### config.mk
export PLATFORM = sky130hd
export DESIGN_NAME = ppc_sqrt_cell
export DESIGN_NICKNAME = d
export VERILOG_FILES = /design/src/hdl/point_pair_polar_convert_defines.svh /design/src/hdl/ppc_pkg.sv /design/src/hdl/ppc_sqrt_cell.sv
export SDC_FILE = /design/constraint.sdc
export NUM_CORES = 1
export LEC_CHECK = 0
export ABC_AREA = 0
export BUFFER_PORTS_ARGS = -buffer_cell sky130_fd_sc_hd__buf_4
export CAP_MARGIN = 20
export CORE_ASPECT_RATIO = 0.8
export CORE_MARGIN = 4
export CORE_UTILIZATION = 41
export DETAILED_ROUTE_END_ITERATION = 10
export HOLD_SLACK_MARGIN = 0.15
export REMOVE_ABC_BUFFERS = 1
export SLEW_MARGIN = 20
export SYNTH_ARGS = -nofsm -noshare
export SYNTH_HDL_FRONTEND = slang
export SYNTH_SLANG_ARGS = --single-unit
### constraint.sdc
create_clock -name clk -period 5.1 [get_ports clk]
set_input_delay 0.51 -clock clk [delete_from_list [all_inputs] [get_ports clk]]
set_output_delay 0.51 -clock clk [all_outputs]
set_load 0.005 [all_outputs]
### src/hdl/point_pair_polar_convert_defines.svh
// Assertion macros for the point pair polar converter.
// Each macro is given in full for simulation and as an empty body for synthesis.
`ifndef POINT_PAIR_POLAR_CONVERT_DEFINES_SVH
`define POINT_PAIR_POLAR_CONVERT_DEFINES_SVH

`ifndef SYNTHESIS

// ante holds now -> cons holds in the same cycle
`define PPC_ASSERT_IMP(label, ante, cons) \
  label: assert property (@(posedge clk) disable iff (rst) (ante) |-> (cons)) \
    else $error("ppc assertion failed: implication");

// ante holds now -> cons holds after the ##n delay
`define PPC_ASSERT_DLY(label, ante, n, cons) \
  label: assert property (@(posedge clk) disable iff (rst) (ante) |-> ##n (cons)) \
    else $error("ppc assertion failed: delayed implication");

`else

`define PPC_ASSERT_IMP(label, ante, cons)
`define PPC_ASSERT_DLY(label, ante, n, cons)

`endif

`endif

### src/hdl/ppc_pkg.sv
`timescale 1ns / 1ps
`default_nettype none

package ppc_pkg;

  // field widths
  localparam int COORD_BITS = 16;
  localparam int ANGLE_BITS = 16;
  localparam int TOL_BITS   = 16;
  localparam int DIST_BITS  = 17;

  // derived widths
  localparam int DIFF_BITS      = COORD_BITS + 1;
  localparam int MAG_BITS       = COORD_BITS;
  localparam int PROD_BITS      = 2 * MAG_BITS;
  localparam int SQ_BITS        = 2 * MAG_BITS + 1;
  localparam int ROOT_BITS      = MAG_BITS + 1;
  localparam int REM_BITS       = 2 * ROOT_BITS;
  localparam int ROOT_IDX_BITS  = $clog2(ROOT_BITS);
  localparam int TOLSQ_BITS     = 2 * TOL_BITS;
  localparam int CMP_BITS       = (SQ_BITS > TOLSQ_BITS) ? SQ_BITS : TOLSQ_BITS;
  localparam int DIST_CALC_BITS = (ROOT_BITS + 1 > DIST_BITS) ? ROOT_BITS + 1 : DIST_BITS;
  localparam int MSB_BITS       = $clog2(MAG_BITS);

  // CORDIC datapath
  localparam int ITERS         = 32;
  localparam int ITER_IDX_BITS = $clog2(ITERS);
  localparam int XY_BITS       = 64;
  localparam int NORM_MSB      = 59;
  localparam int SHAMT_BITS    = $clog2(NORM_MSB + 1);
  localparam int TURN_BITS     = 32;
  localparam int Z_BITS        = TURN_BITS + 2;
  localparam int ANGLE_DROP    = TURN_BITS - ANGLE_BITS;

  // both chains are padded to the longer one
  localparam int CHAIN_DEPTH = (ITERS > ROOT_BITS) ? ITERS : ROOT_BITS;
  localparam int SQRT_PAD    = CHAIN_DEPTH - ROOT_BITS;
  localparam int CORDIC_PAD  = CHAIN_DEPTH - ITERS;

  typedef logic signed [COORD_BITS-1:0] coord_t;
  typedef logic signed [DIFF_BITS-1:0]  diff_t;
  typedef logic [MAG_BITS-1:0]          mag_t;
  typedef logic [PROD_BITS-1:0]         prod_t;
  typedef logic [SQ_BITS-1:0]           sq_t;
  typedef logic [ROOT_BITS-1:0]         root_t;
  typedef logic [REM_BITS-1:0]          rem_t;
  typedef logic [ROOT_IDX_BITS-1:0]     root_idx_t;
  typedef logic [TOL_BITS-1:0]          tol_t;
  typedef logic [TOLSQ_BITS-1:0]        tolsq_t;
  typedef logic [CMP_BITS-1:0]          cmp_t;
  typedef logic [DIST_CALC_BITS-1:0]    dist_calc_t;
  typedef logic [DIST_BITS-1:0]         dist_t;
  typedef logic [ANGLE_BITS-1:0]        angle_t;
  typedef logic [MSB_BITS-1:0]          msb_t;
  typedef logic [SHAMT_BITS-1:0]        shamt_t;
  typedef logic [ITER_IDX_BITS-1:0]     iter_idx_t;
  typedef logic signed [XY_BITS-1:0]    xy_t;
  typedef logic signed [Z_BITS-1:0]     z_t;
  typedef logic [TURN_BITS-1:0]         turn_t;
  typedef logic [TURN_BITS:0]           turn_ext_t;

  localparam dist_calc_t DIST_MAX     = dist_calc_t'({DIST_BITS{1'b1}});
  localparam turn_t      QUARTER_TURN = turn_t'(1) << (TURN_BITS - 2);
  localparam turn_t      HALF_TURN    = turn_t'(1) << (TURN_BITS - 1);
  localparam z_t         QUARTER_Z    = z_t'(QUARTER_TURN);
  localparam turn_ext_t  ROUND_ADD    = (turn_ext_t'(1) << ANGLE_DROP) >> 1;
  localparam tol_t       TOL_RESET    = tol_t'(1);

  // quadrant code: {dx negative, dy negative}
  typedef enum logic [1:0] {
    QUAD_FIRST  = 2'b00,
    QUAD_FOURTH = 2'b01,
    QUAD_SECOND = 2'b10,
    QUAD_THIRD  = 2'b11
  } quadrant_t;

  typedef struct packed {
    logic negx;
    logic negy;
    logic ax_zero;
    logic ay_zero;
    logic coinc;
  } cordic_meta_t;

  typedef struct packed {
    logic         valid;
    xy_t          x;
    xy_t          y;
    z_t           z;
    cordic_meta_t meta;
  } cordic_lane_t;

  typedef struct packed {
    rem_t  rem;
    root_t root;
  } sqrt_lane_t;

  // atan(2^-i) in units of 2^-32 turn
  function automatic turn_t atan_turn(input iter_idx_t idx);
    turn_t v;
    unique case (idx)
      5'd0:  v = 32'd536870912;
      5'd1:  v = 32'd316933406;
      5'd2:  v = 32'd167458907;
      5'd3:  v = 32'd85004756;
      5'd4:  v = 32'd42667331;
      5'd5:  v = 32'd21354465;
      5'd6:  v = 32'd10679838;
      5'd7:  v = 32'd5340245;
      5'd8:  v = 32'd2670163;
      5'd9:  v = 32'd1335087;
      5'd10: v = 32'd667544;
      5'd11: v = 32'd333772;
      5'd12: v = 32'd166886;
      5'd13: v = 32'd83443;
      5'd14: v = 32'd41722;
      5'd15: v = 32'd20861;
      5'd16: v = 32'd10430;
      5'd17: v = 32'd5215;
      5'd18: v = 32'd2608;
      5'd19: v = 32'd1304;
      5'd20: v = 32'd652;
      5'd21: v = 32'd326;
      5'd22: v = 32'd163;
      5'd23: v = 32'd81;
      5'd24: v = 32'd41;
      5'd25: v = 32'd20;
      5'd26: v = 32'd10;
      5'd27: v = 32'd5;
      5'd28: v = 32'd3;
      5'd29: v = 32'd1;
      5'd30: v = 32'd1;
      5'd31: v = 32'd0;
    endcase
    return v;
  endfunction

endpackage

`default_nettype wire

### src/hdl/ppc_sqrt_cell.sv
`timescale 1ns / 1ps
`default_nettype none

// One result bit of the restoring square root, registered.
module ppc_sqrt_cell (
  input  wire logic                clk,
  input  wire ppc_pkg::root_idx_t  bit_idx,
  input  wire ppc_pkg::sqrt_lane_t lane_in,
  output ppc_pkg::sqrt_lane_t      lane_out
);

  ppc_pkg::rem_t root_w;
  ppc_pkg::rem_t trial;
  logic          fits;

  // (r + 2^b)^2 - r^2 = r*2^(b+1) + 2^(2b)
  assign root_w = ppc_pkg::rem_t'(lane_in.root);
  assign trial  = ((root_w << bit_idx) << 1)
                | ((ppc_pkg::rem_t'(1) << bit_idx) << bit_idx);
  assign fits   = lane_in.rem >= trial;

  always_ff @(posedge clk) begin
    lane_out.rem  <= fits ? lane_in.rem - trial : lane_in.rem;
    lane_out.root <= fits ? (lane_in.root | (ppc_pkg::root_t'(1) << bit_idx))
                          : lane_in.root;
  end

endmodule

`default_nettype wire

## Word level (Yosys, flattened, before mapping)

Cells that the tools add are included.

- Output and inout port bits: 51
- Bits in writable memories: 0
- Logic and storage cells: 12
- Memories: 0
- Latch bits: 0
- Bits in read-only memories: 0
- Register bits after elaboration: 51
- Input port bits: 57

- Bitwise logic cells: 2
- Add/sub/neg operators: 1
- Magnitude comparators: 1
- Div/mod/pow operators: 0
- Reductions and logical operators: 0
- Multiply operators: 0
- Equality and inequality tests: 0
- Muxes and demuxes: 2
- Shift-type cells: 4

Operators by type and width:

| operator | number |
|---|---|
| greater-or-equal comparator 34 bit | 1 |
| two-way mux 34 bit | 1 |
| bitwise OR 34 bit | 1 |
| << shifter 1 x 5 -> 34 bit, first input constant | 1 |
| << shifter 34 x 5 -> 34 bit | 1 |
| subtractor 34 bit | 1 |
| << shifter 17 x 5 -> 33 bit | 1 |
| two-way mux 17 bit | 1 |
| bitwise OR 17 bit | 1 |
| << shifter 1 x 5 -> 17 bit, first input constant | 1 |

## Logic depth before layout (Yosys ltp)

- Depth after elaboration: 5
- Depth in mapped cells: 22
- Depth with buffers taken out: 19

## Least setup slack after synthesis

OpenSTA, ideal clock, no wires.

- Path kind: input to register
- Start: input port bit_idx[0]
- End: register lane_out[24] in the netlist's numbering
- Data arrival time: 3.956 ns
- Slack: 1.023 ns
- Path buffers: 4
- Setup time: 0.121 ns
- Cell stages on the path: 19
- Required time: 4.979 ns
- Path through: buf_2 > buf_1 > nor3_1 > a21oi_1 > a21o_1 > nor2_1 > a21oi_1 > or2_2 > ha_1 > buf_2 > and3_1 > nand4_1 > o211ai_1 > a31oi_2 > o21ai_2 > a21oi_4 > o21ai_4 > buf_6 > mux2_4

- Longest elaborated chain between the ends: 5
- Elaborated cells between the ends (all ways): 7
- Classes of those cells: add/sub (1); order compare (1); shift (3); mux (1); bitwise (1)

RTL lines:

| item | line | RTL |
|---|---|---|
| start, declared | ppc_sqrt_cell.sv:7 | `input wire ppc_pkg::root_idx_t bit_idx,` |
| << shifter 1 x 5 -> 34 bit | ppc_sqrt_cell.sv:19 | `\| ((ppc_pkg::rem_t'(1) << bit_idx) << bit_idx);` |
| << shifter 34 x 5 -> 34 bit | ppc_sqrt_cell.sv:19 |  |
| bitwise OR 34 bit (*) | ppc_sqrt_cell.sv:19 |  |
| subtractor 34 bit / greater-or-equal comparator 34 bit (equally long branches) | ppc_sqrt_cell.sv:23, ppc_sqrt_cell.sv:20 |  |
| two-way mux 34 bit (*) | ppc_sqrt_cell.sv:23 | `lane_out.rem <= fits ? lane_in.rem - trial : lane_in.rem;` |
| end, declared | ppc_sqrt_cell.sv:9 | `output ppc_pkg::sqrt_lane_t lane_out` |

Every way passes the cells marked *; elsewhere a longest branch is shown, timed or not.

## Worst setup path in the final report

- Start: input port bit_idx[4]
- End: register lane_out[18] in the netlist's numbering

The elaborated chain is that of the path after synthesis.

==> impl_table.tex <==
\begin{tabular}{lr}
\hline
Metric & Value \\
\hline
\multicolumn{2}{l}{\textbf{Run status}} \\
Result of the run & completed \\
\multicolumn{2}{l}{\textbf{STA}} \\
Unrepaired setup endpoints after global routing & false \\
Final setup margin & 0.672 ns \\
Final cycle utilization of the critical path & 0.868 \\
Number of endpoints with negative hold slack in the final report & 0 \\
Final slew viol count & 0 \\
Maximum clock rate & 226 MHz \\
Hold Worst Slack & 0.402 ns \\
Clock period minus worst slack & 4.43 ns \\
Remaining max-slew budget at the tightest pin & 0.514 \\
Count of endpoints failing setup in the final report & 0 \\
Transition time of the tightest slew-check pin & 0.724 ns \\
Total Negative Setup Slacks & 0 ns \\
\multicolumn{2}{l}{\textbf{Setup path}} \\
Data arrival time of the critical path & 4.61 ns \\
Kind of end point of the critical path & flop \\
Critical setup path kind & in -> reg \\
Launching element type of the critical path & input port \\
CP Data Required Time & 5.28 ns \\
Max Fanout on Critical Path & 24 \\
\multicolumn{2}{l}{\textbf{Yosys}} \\
Sequential share of the synthesized area & 0.221 \\
Share of flip-flops with an asynchronous set or reset after synthesis & 0 \\
FF+latch count, synth & 51 \\
Library cell with the largest summed area after synthesis & dfxtp\_1 \\
Leading cell types by total area after synthesis & dfxtp\_1 22\%, ha\_1 9.2\%, a21oi\_1 8.8\%, nand2\_1 6.2\%, nor2\_1 5.4\% \\
Synth cell types & 67 \\
Number of standard cells after synthesis & 612 \\
Mapped Avg Cell Area & 7.55 µm² \\
Number of synthesis warnings & 0 \\
Fraction of post-synthesis cell area in the top cell type by area & 0.221 \\
Mapped cell area & 4620 µm² \\
Most frequently used flop master after synthesis & dfxtp\_1 \\
Number of enable-type register cells in the synthesized netlist & 0 \\
\multicolumn{2}{l}{\textbf{Place}} \\
Placer congestion estimate & 1.00 \\
Number of buffers added on ports & 107 \\
Worst setup slack before clock tree synthesis & 0.457 ns \\
Post-DP HPWL & 11400 µm \\
Number of placed instances with taps included & 835 \\
\multicolumn{2}{l}{\textbf{Floorplanning}} \\
Initial core utilization & 0.423 \\
Chip Height & 103 µm \\
Horizontal die dimension & 127 µm \\
I/O Pins & 108 \\
Full die area & 13000 µm² \\
Num rows & 34 \\
Core region area & 10900 µm² \\
\multicolumn{2}{l}{\textbf{Clock network}} \\
Clock-pin slew on the worst setup and hold paths & 0.07 ns \\
Number of setup buffers added after CTS & 0 \\
CTS tree & built \\
CTS Root Buffer Type & clkbuf\_16 \\
TritonCTS Buffers & 5 \\
CTS H-tree lvls & 2 \\
Post-CTS Hold Buffers & 0 \\
Maximum buffer depth of the clock tree & 2 \\
CTS Sinks & 51 \\
Number of gates given a new drive strength after cts & 0 \\
\multicolumn{2}{l}{\textbf{Power and ir drop}} \\
P per Cell Area & 287 nW/µm² \\
Max rail drop VDD & 0.000176 V \\
Leakage dissipation & 2.50 nW \\
\multicolumn{2}{l}{\textbf{GRT}} \\
Antenna violations before repair & 0 \\
Total global routing overflow & 0 \\
Maximum number of pins on one net before global-route repair & 39 \\
Vias in the first global route & 4397 \\
Wire length of the first global-routing pass & 22500 µm \\
Overall track demand over capacity in global routing & 0.213 \\
\multicolumn{2}{l}{\textbf{Final layout}} \\
Register name with the most flops & lane\_out \\
Count of filler cells inserted in the layout & 1085 \\
Cell Count, Final, Fillers Out & 843 \\
Number of flip-flops in the largest register & 51 \\
Area overhead of the layout relative to synthesis & 22.6\% \\
Fraction of final layout cells sized beyond drive strength 1 & 0.223 \\
Utilization of the core after routing & 0.518 \\
Largest regs & lane\_out (51) \\
Total Nets Final & 790 \\
Diodes inserted & 0 \\
\multicolumn{2}{l}{\textbf{Drt}} \\
Total DRC errors in the routed layout & 0 \\
Mean routed wirelength per cell & 16.9 µm \\
Number of antenna-violating nets in the routed design & 0 \\
Via/cell ratio & 5.65 \\
DR pass1 iterations & 5 \\
Total Routed Length & 14300 µm \\
Met1 wire length & 6980 µm \\
1st-iter DRT viols & 465 \\
Highest routing layer actually used & met4 \\
Via count & 4760 \\
Routed met2 length & 6030 µm \\
Total length of routed met3 wires & 1030 µm \\
\multicolumn{2}{l}{\textbf{Flow run}} \\
Number of maximum-capacitance violations & 0 \\
\multicolumn{2}{l}{\textbf{Worst hold path}} \\
Worst hold path type & in -> reg \\
\hline
\end{tabular}
[worst max-delay path, cell delays in order]
cell	delay, ns
buf_4	0.25
nor2b_1	0.51
nand2_1	0.11
o21ai_0	0.47
nor2_1	0.08
a31oi_1	0.32
mux2i_1	0.13
nor2_1	0.10
a31oi_1	0.06
ha_1	0.44
nand2_1	0.08
nor2_1	0.16
and3_1	0.22
nand4_1	0.19
nand2_1	0.15
nor2_1	0.08
o21ai_4	0.12
buf_4	0.26
mux2_1	0.34
[synthesized netlist by cell type, drive strengths merged, types with 2 or more instances]
cell	number
a211o	2
a211oi	8
a21boi	2
a21o	26
a21oi	82
a221o	2
a22oi	5
a31o	4
a31oi	6
a41oi	3
and2	7
and3	4
buf	15
clkbuf	22
clkinv	2
dfxtp	51
ha	34
inv	9
mux2	17
mux2i	15
nand2	76
nand2b	5
nand3	10
nand3b	2
nand4	11
nor2	66
nor2b	9
nor3	8
nor4	4
o211ai	7
o21a	3
o21ai	31
o21bai	10
o22a	2
o22ai	2
o31ai	2
or2	2
xnor2	22
xor2	11
[cells in the final DEF (no fill, tap or decap), drive strengths merged, types with 6 or more instances in the layout]
cell type  Yosys  final
nor2          66     66
o21bai        10     10
nand2         76     76
o211ai         7      7
xor2          11     11
nand3         10     10
a21oi         82     82
mux2          17     17
ha            34     34
a21o          26     26
and2           7      7
buf           15    116
inv            9     10
nand4         11     11
nor3           8      8
o21ai         31     31
nor2b          9      9
xnor2         22     22
a211oi         8      8
a31oi          6      6
mux2i         15     15
dfxtp         51     51
[metal layers]
| layer | vias to the layer above | global-route usage |
|---|---|---|
| li1 | 2379 | - |
| met1 | 2154 | 0.311 |
| met2 | 206 | 0.324 |
| met3 | 21 | 0.0388 |
| met4 | 0 | 0.0519 |
| met5 | - | 0 |
[metrics by stage]
stage / power, mW / area (µm²)
2_1_floorplan: 0.976 / 4450
3_3_place_gp: 1.28 / 5520
3_5_place_dp: 1.28 / 5520
4_1_cts: 1.65 / 5670
5_1_grt: 1.75 / 5670
6_report: 1.63 / 5670
[path summary, 6_finish.rpt]
path	from	end	slack, ns	cells after the start
min	lane_in[4]	lane_out[4]$_DFF_P_	0.40	2
max	bit_idx[4]	lane_out[18]$_DFF_P_	0.67	19
[report_power, final]
group / total, mW / switching [mW] / internal (mW)
registers: 0.503 / 0.0212 / 0.482
clock network: 0.347 / 0.163 / 0.184
logic: 0.779 / 0.405 / 0.374
[cell type report]
cell class              instances  area, µm²  area share
multi-input cells             513       3390       0.599
flip-flops and latches         51       1020       0.180
repair buffers                116        883       0.156
well taps                     144        180      0.0318
clock buffers                   5        125      0.0221
inverters                      11       41.3     0.00729
clock inverters                 3       23.8     0.00420
[cells by family after synthesis]
logic type | Yosys count | synth area share
xor gates and xnor gates | 33 | 0.0625
AOI/OAI and AO/OA | 205 | 0.289
and+or+nand+nor | 207 | 0.202
muxes | 33 | 0.0845
buffers and inverters | 48 | 0.0452
adders and majority gates | 35 | 0.0964
DFF | 51 | 0.221
Note: power is estimated with default switching activity, not from simulation.
